`src/rtl/sha_pkg.sv`:
```
// sha-256 shared types, constants and round functions
// no dependencies
package sha_pkg;

	localparam int unsigned BlockBytes = 64;
	localparam int unsigned Rounds = 64;

	typedef enum logic [3:0] {
		ST_IDLE,
		ST_PAD,
		ST_LEN,
		ST_LOAD,
		ST_SCHED,
		ST_ROUND,
		ST_FOLD,
		ST_EMIT
	} state_t;

	typedef struct packed {
		logic        start;
		logic        is_final;
	} comp_ctl_t;

	function automatic logic [31:0] round_k(input logic [5:0] i);
		logic [31:0] k;
		case (i)
			6'd0: k = 32'h428a2f98; 6'd1: k = 32'h71374491; 6'd2: k = 32'hb5c0fbcf;
			6'd3: k = 32'he9b5dba5; 6'd4: k = 32'h3956c25b; 6'd5: k = 32'h59f111f1;
			6'd6: k = 32'h923f82a4; 6'd7: k = 32'hab1c5ed5; 6'd8: k = 32'hd807aa98;
			6'd9: k = 32'h12835b01; 6'd10: k = 32'h243185be; 6'd11: k = 32'h550c7dc3;
			6'd12: k = 32'h72be5d74; 6'd13: k = 32'h80deb1fe; 6'd14: k = 32'h9bdc06a7;
			6'd15: k = 32'hc19bf174; 6'd16: k = 32'he49b69c1; 6'd17: k = 32'hefbe4786;
			6'd18: k = 32'h0fc19dc6; 6'd19: k = 32'h240ca1cc; 6'd20: k = 32'h2de92c6f;
			6'd21: k = 32'h4a7484aa; 6'd22: k = 32'h5cb0a9dc; 6'd23: k = 32'h76f988da;
			6'd24: k = 32'h983e5152; 6'd25: k = 32'ha831c66d; 6'd26: k = 32'hb00327c8;
			6'd27: k = 32'hbf597fc7; 6'd28: k = 32'hc6e00bf3; 6'd29: k = 32'hd5a79147;
			6'd30: k = 32'h06ca6351; 6'd31: k = 32'h14292967; 6'd32: k = 32'h27b70a85;
			6'd33: k = 32'h2e1b2138; 6'd34: k = 32'h4d2c6dfc; 6'd35: k = 32'h53380d13;
			6'd36: k = 32'h650a7354; 6'd37: k = 32'h766a0abb; 6'd38: k = 32'h81c2c92e;
			6'd39: k = 32'h92722c85; 6'd40: k = 32'ha2bfe8a1; 6'd41: k = 32'ha81a664b;
			6'd42: k = 32'hc24b8b70; 6'd43: k = 32'hc76c51a3; 6'd44: k = 32'hd192e819;
			6'd45: k = 32'hd6990624; 6'd46: k = 32'hf40e3585; 6'd47: k = 32'h106aa070;
			6'd48: k = 32'h19a4c116; 6'd49: k = 32'h1e376c08; 6'd50: k = 32'h2748774c;
			6'd51: k = 32'h34b0bcb5; 6'd52: k = 32'h391c0cb3; 6'd53: k = 32'h4ed8aa4a;
			6'd54: k = 32'h5b9cca4f; 6'd55: k = 32'h682e6ff3; 6'd56: k = 32'h748f82ee;
			6'd57: k = 32'h78a5636f; 6'd58: k = 32'h84c87814; 6'd59: k = 32'h8cc70208;
			6'd60: k = 32'h90befffa; 6'd61: k = 32'ha4506ceb; 6'd62: k = 32'hbef9a3f7;
			default: k = 32'hc67178f2;
		endcase
		return k;
	endfunction

	function automatic logic [31:0] init_h(input logic [2:0] i);
		logic [31:0] h;
		case (i)
			3'd0: h = 32'h6a09e667; 3'd1: h = 32'hbb67ae85;
			3'd2: h = 32'h3c6ef372; 3'd3: h = 32'ha54ff53a;
			3'd4: h = 32'h510e527f; 3'd5: h = 32'h9b05688c;
			3'd6: h = 32'h1f83d9ab; default: h = 32'h5be0cd19;
		endcase
		return h;
	endfunction

	function automatic logic [31:0] rotr(input logic [31:0] x, input int unsigned n);
		return (x >> n) | (x << (32 - n));
	endfunction

endpackage

```
`src/rtl/sha_core.sv`:
```
// sha-256 compression unit: block buffer memory, 16-word schedule window, one round per cycle
// depends on sha_pkg
module sha_core (
	input  logic                clk,
	input  logic                arst_n,
	// buffer write port
	input  logic                wr_en,
	input  logic [5:0]          wr_addr,
	input  logic [7:0]          wr_data,
	input  sha_pkg::comp_ctl_t  ctl,
	output logic                busy,
	output logic                done,
	output logic [255:0]        hash
);
	import sha_pkg::*;

	typedef enum logic [1:0] {C_IDLE, C_LOAD, C_RUN, C_FOLD} cst_t;

	logic [7:0]   buf_mem [BlockBytes];
	logic [7:0]   rd_data_q;
	logic [5:0]   rd_addr;
	cst_t         cst_q;
	logic [6:0]   ld_q;
	logic [5:0]   rnd_q;
	logic [31:0]  w_q [16];
	logic [31:0]  v_q [8];
	logic [31:0]  h_q [8];
	logic         clr_q;
	logic [31:0]  sig0, sig1, w_new, wt, t1, t2, e, a;

	// byte buffer memory, registered read
	always_ff @(posedge clk) begin
		if (wr_en)
			buf_mem[wr_addr] <= wr_data;
		rd_data_q <= buf_mem[rd_addr];
	end

	assign rd_addr = ld_q[5:0];

	// schedule extension and round logic
	assign sig0  = rotr(w_q[1], 7) ^ rotr(w_q[1], 18) ^ (w_q[1] >> 3);
	assign sig1  = rotr(w_q[14], 17) ^ rotr(w_q[14], 19) ^ (w_q[14] >> 10);
	assign w_new = w_q[0] + sig0 + w_q[9] + sig1;
	assign wt    = w_q[0];
	assign e     = v_q[4];
	assign a     = v_q[0];
	assign t1    = v_q[7] + (rotr(e, 6) ^ rotr(e, 11) ^ rotr(e, 25))
		+ ((e & v_q[5]) ^ (~e & v_q[6])) + round_k(rnd_q) + wt;
	assign t2    = (rotr(a, 2) ^ rotr(a, 13) ^ rotr(a, 22))
		+ ((a & v_q[1]) ^ (a & v_q[2]) ^ (v_q[1] & v_q[2]));

	// control sequencer
	always_ff @(posedge clk or negedge arst_n) begin
		if (!arst_n) begin
			cst_q <= C_IDLE;
			ld_q  <= '0;
			rnd_q <= '0;
			clr_q <= 1'b1;
			done  <= 1'b0;
		end else begin
			done <= 1'b0;
			case (cst_q)
				C_IDLE: begin
					if (ctl.start) begin
						cst_q <= C_LOAD;
						ld_q  <= '0;
					end
				end
				C_LOAD: begin
					ld_q <= ld_q + 7'd1;
					if (ld_q == 7'(BlockBytes)) begin
						cst_q <= C_RUN;
						rnd_q <= '0;
					end
				end
				C_RUN: begin
					rnd_q <= rnd_q + 6'd1;
					if (rnd_q == 6'(Rounds - 1))
						cst_q <= C_FOLD;
				end
				C_FOLD: begin
					cst_q <= C_IDLE;
					done  <= 1'b1;
					clr_q <= ctl.is_final;
				end
				default: cst_q <= C_IDLE;
			endcase
			if (cst_q == C_IDLE && ctl.start)
				clr_q <= clr_q;
		end
	end

	// schedule window, working vars and chaining words
	always_ff @(posedge clk) begin
		case (cst_q)
			C_IDLE: begin
				if (ctl.start)
					for (int i = 0; i < 8; i++)
						if (clr_q)
							h_q[i] <= init_h(3'(i));
			end
			C_LOAD: begin
				if (ld_q != 7'd0) begin
					for (int i = 0; i < 15; i++)
						w_q[i] <= {w_q[i][23:0], w_q[i + 1][31:24]};
					w_q[15] <= {w_q[15][23:0], rd_data_q};
				end
				for (int i = 0; i < 8; i++)
					v_q[i] <= h_q[i];
			end
			C_RUN: begin
				for (int i = 0; i < 15; i++)
					w_q[i] <= w_q[i + 1];
				w_q[15] <= w_new;
				v_q[7] <= v_q[6]; v_q[6] <= v_q[5]; v_q[5] <= v_q[4];
				v_q[4] <= v_q[3] + t1;
				v_q[3] <= v_q[2]; v_q[2] <= v_q[1]; v_q[1] <= v_q[0];
				v_q[0] <= t1 + t2;
			end
			C_FOLD: begin
				for (int i = 0; i < 8; i++)
					h_q[i] <= h_q[i] + v_q[i];
			end
			default: ;
		endcase
	end

	assign busy = (cst_q != C_IDLE);
	always_comb
		for (int i = 0; i < 8; i++)
			hash[255 - 32 * i -: 32] = h_q[i];
endmodule

```
`src/rtl/sha256_byte_stream_hash.sv`:
```
// sha-256 over a byte stream, top level: input control, padding, digest output
// depends on sha_pkg, sha_core
//
// channel | dir | tdata                     | tuser      | tlast
// s_axis  | in  | data_byte[7:0]            | kind       | -
// m_axis  | out | digest_word[31:0], index  | -          | last
//
// a data byte is taken whenever tready is high; every 64th byte holds tready low while
// the block is compressed: a start, the load of the byte buffer one byte a cycle, the
// rounds in the shared round unit, a fold and the done pulse.
// an end transaction writes padding one byte a cycle, runs one or two compressions,
// then sends eight words.
// reset clears control and the next start reloads the initial hash; m_axis stalls hold output.
module sha256_byte_stream_hash (
	input  logic        clk,
	input  logic        arst_n,
	input  logic        s_axis_tvalid,
	output logic        s_axis_tready,
	input  logic [7:0]  s_axis_tdata,   // data_byte
	input  logic        s_axis_tuser,   // kind
	output logic        m_axis_tvalid,
	input  logic        m_axis_tready,
	output logic [39:0] m_axis_tdata,   // digest_word[31:0], word_index[34:32], zeros
	output logic        m_axis_tlast    // last
);
	import sha_pkg::*;

	state_t       st_q, st_d;
	logic [5:0]   pos_q;
	logic [63:0]  bitlen_q;
	logic         final_q;
	logic [2:0]   widx_q;
	logic [255:0] hash;
	logic         busy, done;
	logic         wr_en;
	logic [5:0]   wr_addr;
	logic [7:0]   wr_data;
	comp_ctl_t    ctl;
	logic         acc;

	sha_core u_core (
		.clk(clk), .arst_n(arst_n), .wr_en(wr_en), .wr_addr(wr_addr), .wr_data(wr_data),
		.ctl(ctl), .busy(busy), .done(done), .hash(hash)
	);

	assign s_axis_tready = (st_q == ST_IDLE);
	assign acc = s_axis_tvalid && s_axis_tready;

	// next state and buffer writes
	always_comb begin
		st_d         = st_q;
		wr_en        = 1'b0;
		wr_addr      = pos_q;
		wr_data      = s_axis_tdata;
		ctl.start    = 1'b0;
		ctl.is_final = 1'b0;
		case (st_q)
			ST_IDLE: begin
				if (acc) begin
					wr_en = 1'b1;
					if (s_axis_tuser) begin
						wr_data = 8'h80;
						st_d = (pos_q == 6'd63) ? ST_LOAD : ST_PAD;
					end else if (pos_q == 6'd63) begin
						st_d = ST_LOAD;
					end
				end
			end
			ST_PAD: begin
				wr_en   = 1'b1;
				wr_data = 8'h00;
				if (pos_q == 6'd63)
					st_d = ST_LOAD;
				else if (pos_q == 6'd56 && final_q) begin
					wr_data = bitlen_q[63:56];
					st_d = ST_LEN;
				end
			end
			ST_LEN: begin
				wr_en   = 1'b1;
				wr_data = bitlen_q[63 - 8 * (pos_q[2:0]) -: 8];
				if (pos_q == 6'd63)
					st_d = ST_LOAD;
			end
			ST_LOAD: begin
				ctl.start = 1'b1;
				st_d = ST_ROUND;
			end
			ST_ROUND: begin
				ctl.is_final = final_q;
				if (done)
					st_d = final_q ? ST_EMIT : (bitlen_q[0] ? ST_PAD : ST_IDLE);
			end
			ST_EMIT: begin
				if (m_axis_tready && widx_q == 3'd7)
					st_d = ST_IDLE;
			end
			default: st_d = ST_IDLE;
		endcase
	end

	// state register and counters; bitlen_q[0] flags a pending padding block
	always_ff @(posedge clk or negedge arst_n) begin
		if (!arst_n) begin
			st_q     <= ST_IDLE;
			pos_q    <= '0;
			bitlen_q <= '0;
			final_q  <= 1'b0;
			widx_q   <= '0;
		end else begin
			st_q <= st_d;
			case (st_q)
				ST_IDLE: begin
					if (acc) begin
						pos_q <= pos_q + 6'd1;
						if (s_axis_tuser) begin
							final_q <= (pos_q < 6'd56);
							bitlen_q[0] <= (pos_q >= 6'd56);
						end else
							bitlen_q <= bitlen_q + 64'd8;
					end
				end
				ST_PAD: begin
					pos_q <= pos_q + 6'd1;
					if (pos_q == 6'd56 && final_q)
						bitlen_q[0] <= 1'b0;
				end
				ST_LEN: pos_q <= pos_q + 6'd1;
				ST_ROUND: begin
					if (done && !final_q && bitlen_q[0])
						final_q <= 1'b1;
				end
				ST_EMIT: begin
					if (m_axis_tready) begin
						widx_q <= widx_q + 3'd1;
						if (widx_q == 3'd7) begin
							pos_q    <= '0;
							bitlen_q <= '0;
							final_q  <= 1'b0;
						end
					end
				end
				default: ;
			endcase
		end
	end

	assign m_axis_tvalid = (st_q == ST_EMIT);
	assign m_axis_tdata  = {5'd0, widx_q, hash[255 - 32 * widx_q -: 32]};
	assign m_axis_tlast  = (widx_q == 3'd7);

`ifndef SYNTHESIS
	a_no_in_busy: assert property (@(posedge clk) disable iff (!arst_n)
		s_axis_tready |-> !busy) else $error("input taken while compressing");
	a_emit_idle: assert property (@(posedge clk) disable iff (!arst_n)
		m_axis_tvalid |-> !busy) else $error("digest sent while compressing");
	a_last_wrap: assert property (@(posedge clk) disable iff (!arst_n)
		(m_axis_tvalid && m_axis_tready && m_axis_tlast) |=> widx_q == 3'd0)
		else $error("word index did not wrap");
`endif
endmodule
```
`config.mk`:
```
export PLATFORM = sky130hd
export DESIGN_NAME = sha256_byte_stream_hash
export DESIGN_NICKNAME = d
export VERILOG_FILES = /design/src/rtl/sha_pkg.sv /design/src/rtl/sha_core.sv /design/src/rtl/sha256_byte_stream_hash.sv
export SDC_FILE = /design/constraint.sdc
export NUM_CORES = 2
export LEC_CHECK = 0
export ABC_AREA = 1
export BUFFER_PORTS_ARGS = -buffer_cell sky130_fd_sc_hd__buf_2
export CORE_ASPECT_RATIO = 0.7
export CORE_MARGIN = 1
export CORE_UTILIZATION = 50
export DETAILED_ROUTE_END_ITERATION = 10
export GPL_TIMING_DRIVEN = 1
export PLACE_DENSITY = 0.65
export SETUP_SLACK_MARGIN = 0.5
export SLEW_MARGIN = 0
export SYNTH_ARGS = -nofsm -noshare
export SYNTH_HDL_FRONTEND = slang
export SYNTH_SLANG_ARGS = --single-unit
```
`constraint.sdc`:
```
create_clock -name clk -period 18.05 [get_ports clk]
set_clock_uncertainty 0.15 [all_clocks]
set_input_delay 3.61 -clock clk [delete_from_list [all_inputs] [get_ports clk]]
set_output_delay 3.61 -clock clk [all_outputs]
set_load 0.05 [all_outputs]
```
==> metrics.txt <==
CTS Buf Count 175; Via Count 86000; Worst Path Arrival 10.78 ns; TritonCTS clock tree yes; final setup vio count 0; Core Area roughly 0.2 sq mm; DRT Wirelength 381 mm; RSZ-0062 raised after global routing no; Area contributors post-synth edfxtp_1 (46%), nand2_1 (9.5%), o21ai_0 (6.9%); most common flop cell mapped by yosys edfxtp_1; Resize count post-CTS 0; Die H 377 microns; Setup CP Type register to register; ratio of cells with drive above 1 in the final layout under 10%; crit path capture type register; total global-route track usage around 37%; Skew-Pair Late Insertion Delay 0.86 ns; vias in the first global route 77300; CP Launch Type register; Tcrit/Tclk final 57.6%; Rows 137; Antenna Nets Post-Route 0; clk slew on worst S/H paths 0.07 ns; Die ar. 0.203 sq mm; Worst Path Max Fanout 14; ys async rst share 5.68%; slew margin rel. 2.91%; WHS Endpoint bitlen_q[20]; Yosys top cell by area edfxtp_1; max-slew violation count 0; hold_sp bitlen_q[20]; Critical Path Most Common Cell nand2_1; Mapped Area 0.100 sq mm; Crit Reg-Reg Endpoint u_core.v_q[4][26]; P&R area growth vs syn 8.04%; # clock sinks 1637; Final Hold Viols 0; Synth Warn # 0; Worst Hold Class register to register; Max-Cap Viols 0; # nets final 11900; Netlist cell types 67; post-synthesis average cell area 8.75 sq um; Worst R2R Path Depth 34; initial DRC count 13100; sequential area share after synthesis 48.4%; Synth top area share 45.9%; R2R setup slack 7.65 ns; fin crit period 10.40 ns; grt total ovfl 0; CP required ~18 ns; I/O pins 56; Longest Clk Path Bufs 4; Die X roughly 540 microns; vias per cell 6.10; Worst R2R Start u_core.rnd_q[0]; status finished, final reports clean; Mapped Cells 11500; clock root cell clkbuf_16; crit path max-delay cell type nor4_1; Wirelength per Cell 27.1 microns; Setup TNS Final 0 ns; routability congestion estimate 1.06; Final HPWL DP 288 mm; remaining routing DRC violations 0; largest net degree at the start of global routing 242; cts-stage hold buffer count 0; number of synthesized flops with an enable pin 1536; Setup Buffers After CTS 0; worst slew pin tran 1.45 ns; port bufs 50; initial antenna violation count 20; CP peak stage delay 0.79 ns; Initial Util 50.4%; Yosys reg bits 1637; H-tree depth 4; first-pass GRT wire length 544 mm; First-pass DRT Iterations 7; hold path cells 1; f_max slightly below 0.1 GHz
layout make-up:
class / instances / area (sq um)
inverters: 1327 / 5000
well taps: 2641 / 3300
diodes: 7 / 17.5
fillers: 18200 / 90800
multi-input cells: 8019 / 45100
repair buffers: 159 / 1120
clock inverters: 83 / 718
flip-flops and latches: 1637 / 48600
clock buffers: 215 / 4600
cells in the mapped netlist (all sizes together) (5+ instances only):
master / n
nand2: 2552
edfxtp: 1536
o21ai: 1391
inv: 1322
nor2: 976
a21oi: 761
clkbuf: 453
ha: 403
nand3: 361
fa: 195
xor2: 179
xnor2: 168
o22ai: 144
nor3: 139
a31oi: 107
nand4: 100
dfrtp: 92
a21o: 70
o21bai: 69
o21a: 65
buf: 47
or2: 47
nor4: 36
o221ai: 29
a221oi: 27
o31ai: 26
o211ai: 25
a21boi: 24
maj3: 21
a211oi: 20
a41oi: 12
nand3b: 10
a31o: 8
dfxtp: 8
o2111ai: 7
o311ai: 7
clkinv: 5
nor3b: 5
state kept, by name, summed over array words and instances (netlist names):
signal,flops
u_core.buf_mem,512
u_core.w_q,512
u_core.h_q,256
u_core.v_q,256
bitlen_q,62
u_core.rd_data_q,8
u_core.ld_q,7
pos_q,6
u_core.rnd_q,6
st_q,4
widx_q,3
u_core.cst_q,2
final_q,1
u_core.clr_q,1
u_core.done,1
critical path: cells and delay by family, from the launching register on:
family          cells  cell delay, ns
xor+xnor            1            0.42
flops               1            0.72
buf+inv             6            0.93
simple gates       14            2.84
compound gates      6            1.91
fa+ha+maj           7            3.10
cell families after synthesis:
kind of cell    Yosys count  share of synthesized area (%)
other cells               1                        0.00373
xor+xnor                347                           3.03
flops                  1637                           48.4
simple gates           4232                           17.1
buf+inv                1827                           6.87
compound gates         2808                           15.5
fa+ha+maj               619                           9.12
mux                       7                         0.0735
cells in the final DEF, fill, tap and decap left out, types with 41 or more instances in the layout:
cell / count
dfrtp_1: 88
buf_2: 49
o21a_1: 65
or2_2: 47
o21bai_1: 69
nor2_1: 964
inv_1: 1307
xor2_1: 179
a21oi_1: 761
o22ai_1: 144
a31oi_1: 107
a21o_1: 70
clkbuf_16: 177
buf_4: 106
nand3_1: 359
nor3_1: 139
edfxtp_1: 1536
xnor2_1: 168
nand4_1: 98
fa_1: 195
nand2_1: 2544
ha_1: 400
clkinv_1: 41
o21ai_0: 1381
how the worst max path moves through the flow:
| stage | start | end | slack, ns | cells after the start |
|---|---|---|---|---|
| finish | u_core.rnd_q[0] | u_core.v_q[4][26] | 7.65 | 34 |
| global route | u_core.rnd_q[0] | u_core.v_q[4][26] | 7.13 | 34 |
| CTS | u_core.rnd_q[0] | u_core.v_q[4][26] | 7.96 | 34 |
| detailed placement | u_core.rnd_q[0] | u_core.v_q[4][26] | 8.07 | 34 |
| global placement | u_core.rnd_q[0] | u_core.v_q[0][26] | 8.15 | 36 |
| floorplan | u_core.ld_q[0] | u_core.w_q[0][0] | 3.77 | 10 |
through the flow:
stage,std cells,utilization [%],setup slack (ns),instance area (sq um),hold WS (ns)
2_1_floorplan,11500,-,3.77,100000,0.283
3_3_place_gp,13800,51.8,8.15,103000,0.301
3_5_place_dp,13800,51.8,8.07,103000,0.314
4_1_cts,14100,54.4,7.96,108000,0.324
5_1_grt,14100,54.4,7.13,108000,0.366
6_report,14100,54.4,7.65,109000,0.323
metal layers:
metal | track usage, % | wire length, microns | part of all wire, % | vias up
li1 | - | - | - | 38800
met1 | 59.9 | 179000 | 47 | 41500
met2 | 45.3 | 139000 | 36 | 5143
met3 | 13.0 | 55100 | 14 | 499
met4 | 7.61 | 8350 | 2.2 | 10
met5 | 0.909 | 209 | 0.055 | -
Power is not shown: default switching activity piles up to over one toggle a cycle in this logic, so the estimate is an artifact.
